==> src/assert_macros.svh <==
// assertion macros used by the rtl top level
`ifndef ASSERT_MACROS_SVH
`define ASSERT_MACROS_SVH

// same-cycle implication checked on every rising clock edge outside reset
`define VFV_ASSERT(label, clk, rst, ante, cons, msg) \
   label: assert property (@(posedge clk) disable iff (rst) (ante) |-> (cons)) \
      else $error(msg);

// next-cycle implication checked on every rising clock edge outside reset
`define VFV_ASSERT_NEXT(label, clk, rst, ante, cons, msg) \
   label: assert property (@(posedge clk) disable iff (rst) (ante) |=> (cons)) \
      else $error(msg);

`endif

==> src/vfv_ram.sv <==
// generic simple dual port ram with registered read
module vfv_ram #(
   parameter int WIDTH = 16,
   parameter int DEPTH = 256
) (
   input  logic                     clock,
   input  logic                     wr_en,
   input  logic [$clog2(DEPTH)-1:0] wr_addr,
   input  logic [WIDTH-1:0]         wr_data,
   input  logic                     rd_en,
   input  logic [$clog2(DEPTH)-1:0] rd_addr,
   output logic [WIDTH-1:0]         rd_data
);

   logic [WIDTH-1:0] mem [DEPTH];
   logic [WIDTH-1:0] rd_data_ff;

   always_ff @(posedge clock) begin
      if (wr_en) begin
         mem[wr_addr] <= wr_data;
      end
      if (rd_en) begin
         rd_data_ff <= mem[rd_addr];
      end
   end

   assign rd_data = rd_data_ff;

endmodule

==> config.mk <==
export PLATFORM = sky130hd
export DESIGN_NAME = vfv_ram
export DESIGN_NICKNAME = d
export VERILOG_FILES = /design/src/assert_macros.svh /design/src/vfv_ram.sv
export SDC_FILE = /design/constraint.sdc
export NUM_CORES = 2
export LEC_CHECK = 0
export BUFFER_PORTS_ARGS = -buffer_cell sky130_fd_sc_hd__clkbuf_2
export CAP_MARGIN = 40
export CORE_ASPECT_RATIO = 0.7
export CORE_MARGIN = 2
export CORE_UTILIZATION = 40
export CTS_CLUSTER_DIAMETER = 120
export CTS_CLUSTER_SIZE = 24
export DETAILED_ROUTE_END_ITERATION = 10
export GPL_TIMING_DRIVEN = 0
export SYNTH_ARGS = -nofsm -noshare
export SYNTH_HDL_FRONTEND = slang
export SYNTH_SLANG_ARGS = --single-unit
==> constraint.sdc <==
create_clock -name clock -period 4.4 [get_ports clock]
set_clock_uncertainty 0.15 [all_clocks]
set_input_delay 0.88 -clock clock [delete_from_list [all_inputs] [get_ports clock]]
set_output_delay 0.88 -clock clock [all_outputs]
set_load 0.05 [all_outputs]
==> key figures <==
Synth
  – Post-synth top area share: between 70% and 80%
  – Yosys warns: 0
  – Yosys reg bits: about 4100
  – Ys flop type: edfxtp_1
  – Cells after Synth: 7360
  – EDFF count, synth: about 4100
  – Synth async-reset ratio: 0%
  – Synth Cell Area: 0.159 mm^2
  – Register area share after synthesis: 77.7%
  – Yosys cell types: around 50
  – Synth top area cells: edfxtp_1 (78%), mux4_2 (11%), mux2i_1 (3.6%)
  – Avg Inst Size Synth: 21.6 um^2
  – Cell accounting for the most synthesized area: edfxtp_1
  – Syn Nets: about 7400

STA
  – Worst-margin pin slew: 1.08 ns
  – Pins Over Slew Limit: 0
  – Final Setup Violations: 12
  – Final Hold Viols: 0
  – Crit path time final: 4.58 ns
  – Worst setup margin: -0.184 ns
  – RSZ-0062 raised after global routing: no
  – Fmax: roughly 0.22 GHz
  – Period utilization: 104%
  – Slew margin rel.: between 20 and 30%

Critical path
  – Crit end category: register
  – Critical Path RT: 4.95 ns
  – CP Cell Sequence: buf_2, or2_1, buf_2, clkbuf_1, clkbuf_1, buf_8, o221ai_1, o22ai_1, buf_6, a22oi_1, nand3_1, nor4_2, buf_2
  – CP dominant cell by count: buf_2
  – Slowest cell on crit path: o22ai_1
  – Crit-path max cell delay: 0.73 ns
  – FF-to-FF setup slack: 1.06 ns
  – RR Endpoint: rd_data[15]
  – Crit-path max FO: 10
  – Worst r2r path cells: 6
  – Worst R2R Start: mem[20][15]
  – CP startpoint kind: primary input
  – CP Class: primary input to register
  – Critical path data arrival time: 5.14 ns

CTS
  – Inserted Clock Buffers: about 200
  – Clock buffer depth: 4
  – Root buf cell: clkbuf_16
  – Post-CTS Hold Fix Bufs: 0
  – Clk Latency, worst-skew pair: between 0.9 and 1 ns
  – CTS tree: built
  – Sink Count: 4112
  – Clock slew at reported path FFs: 0.09 ns
  – H-tree levels: 4
  – Setup bufs post-CTS: 0

Layout
  – Final cell count without fillers: 13400
  – Fin nets: 8122
  – Area grow syn2layout: 12.8%
  – Register area: 0.123 mm^2
  – Commonest cells after routing, fill and taps aside: edfxtp_1 (4112), mux4_2 (797), mux2i_1 (565)
  – Filler Cells Inserted: roughly 33000
  – Cell area after layout: approximately 0.18 mm^2
  – Layout cells sized above 1: between 20% and 30%
  – Post-layout util: about 45%
  – Most common cell after layout, fill and taps aside: edfxtp_1
  – Footprint of the multi-input gates: around 0.034 mm^2

Drt
  – Post-Route WL: ~520000 um
  – # DRC: 0
  – Drt first pass iters: 6
  – First DRT Iteration DRCs: about 16000
  – Avg WL per Cell: 38.7 um
  – Via count: between 80000 and 90000
  – Vias per inst: around 6.3
  – Routed Antenna Nets: 0

Outcome
  – Failing checks: negative setup slack
  – Status: finished with violations

Placement
  – Port bufs: 40
  – Placed Cells: between 10000 and 15000
  – Hpwl dp: ~380000 um
  – Post-DP Area: ~0.17 mm^2
  – Gpl congestion: 1.02

Die
  – Core area: roughly 0.40 mm^2
  – Die X-Extent: 757 um
  – I/O pin count: a little over 50
  – Die area: 0.402 mm^2
  – Die Height: 531 um
  – Rows: a little under 200
  – Initial Utilization: between 40% and 50%

Worst hold path
  – Hold WC Path Type: primary input to register
  – Hold Startpoint: wr_data[12]
  – Hold path cells: 1
  – Hold endpoint: mem[188][12]

Power and ir drop
  – P_leak: approximately 0.055 uW
  – Peak VDD IR: between 0.3 and 0.4 mV
  – PwrDens: about 380 mW/mm^2

Global routing
  – Largest net degree at the start of global routing: between 100 and 150
  – GRT Overall Usage: about a quarter
  – Vias in the first global route: approximately 80000
  – Initial antenna violation count: between 40 and 50
  – Remaining global-route overflow: 0
  – Wire length of the first global-routing pass: 686000 um

Flow run
  – Max_cap viols: 0
-- metal layers --
layer / global-route usage (%) / part of all wire (%) / up-vias
met5: 0.0475 / 0.020 / -
met4: 5.97 / 2.7 / 14
met3: 9.63 / 15 / 636
met2: 34.0 / 40 / 5859
met1: 38.5 / 42 / 44900
li1: - / - / 32400
-- how the worst max path moves through the flow --
stage          slack [ns]  depth (start not counted)       start          end
3_5_place_dp        -1.61                         12  rd_addr[3]   rd_data[9]
2_1_floorplan        1.12                          8  rd_addr[0]   rd_data[4]
3_3_place_gp        -3.65                          9  rd_addr[2]   rd_data[1]
6_report            -0.18                         13  rd_addr[2]  rd_data[15]
4_1_cts            -0.006                         12  rd_addr[2]   rd_data[9]
5_1_grt             0.002                         12  rd_addr[1]   rd_data[6]
-- registers in the layout (all words and copies together) (netlist names) --
name	flops
mem	4096
rd_data	16
-- cells in the mapped netlist, types with 2 or more instances --
cell type,n
nand3_1,35
buf_6,77
and3_1,11
a21o_1,2
buf_8,11
or2_2,4
nor4_1,17
buf_12,5
a31oi_1,6
mux2_2,88
buf_2,76
buf_4,26
a22oi_1,43
buf_1,27
o21ai_0,37
a211oi_1,18
or3_1,2
mux4_2,797
and4_1,2
inv_1,3
nor2_1,304
a22o_1,32
o31ai_1,16
nand4_1,26
edfxtp_1,4112
o22ai_1,148
nand4b_1,3
a221oi_1,28
a2111oi_0,6
nor3_1,92
nor4bb_1,2
a21oi_1,175
o221ai_1,252
nand2_1,38
clkbuf_1,230
nor2b_1,9
o32ai_1,20
nand2b_1,3
mux2i_1,565
-- cell type report --
class / instances / area share, %
timing repair buffer: 530 / 4.21
buffer: 448 / 1.52
clock buffer: 202 / 2.81
sequential: 4112 / 68.9
antenna: 10 / 0.0140
tap: 5265 / 3.67
multi-input combinational: 2792 / 18.8
inverter: 4 / 0.00838
clock inverter: 11 / 0.113
-- power breakdown --
group | internal, uW | switching, uW
Clock | 8310 | 12000
Sequential | 43100 | 23.0
Combinational | 1620 | 3630
-- kinds of logic (layout without fill, tap and decap cells) --
group / count (synthesis) / after routing / synth area share, %
AO/OA/AOI/OAI: 786 / 786 / 3.53
other: 0 / 10 / 0
buffers and inverters: 456 / 1195 / 1.69
AND/OR/NAND/NOR: 556 / 556 / 1.57
multiplexers: 1450 / 1450 / 15.5
flip-flops: 4112 / 4112 / 77.7
-- critical path: cells and delay by family --
| kind | cells | cell delay [ns] |
|---|---|---|
| AOI/OAI and AO/OA | 3 | 1.02 |
| buffers and inverters | 7 | 2.50 |
| and+or+nand+nor | 3 | 0.65 |
-- per-stage QoR --
stage          power [uW]  hold WS (ns)  TNS (ns)  setup WS [ns]
3_3_place_gp        49000          1.15         -          -3.65
3_5_place_dp        49100          1.09    -26.66          -1.61
6_report            68700         0.103     -1.19         -0.184
5_1_grt             70200        0.0671         0        0.00239
2_1_floorplan       46300         0.823         0           1.12
4_1_cts             68800         0.102  -0.00639       -0.00639
-- repair_timing --
item	CTS	global route
endpoints found under the hold margin	0	0
resized for setup	43	23
endpoints found under the setup margin	16	14
Power figures use the tool's default switching activity.
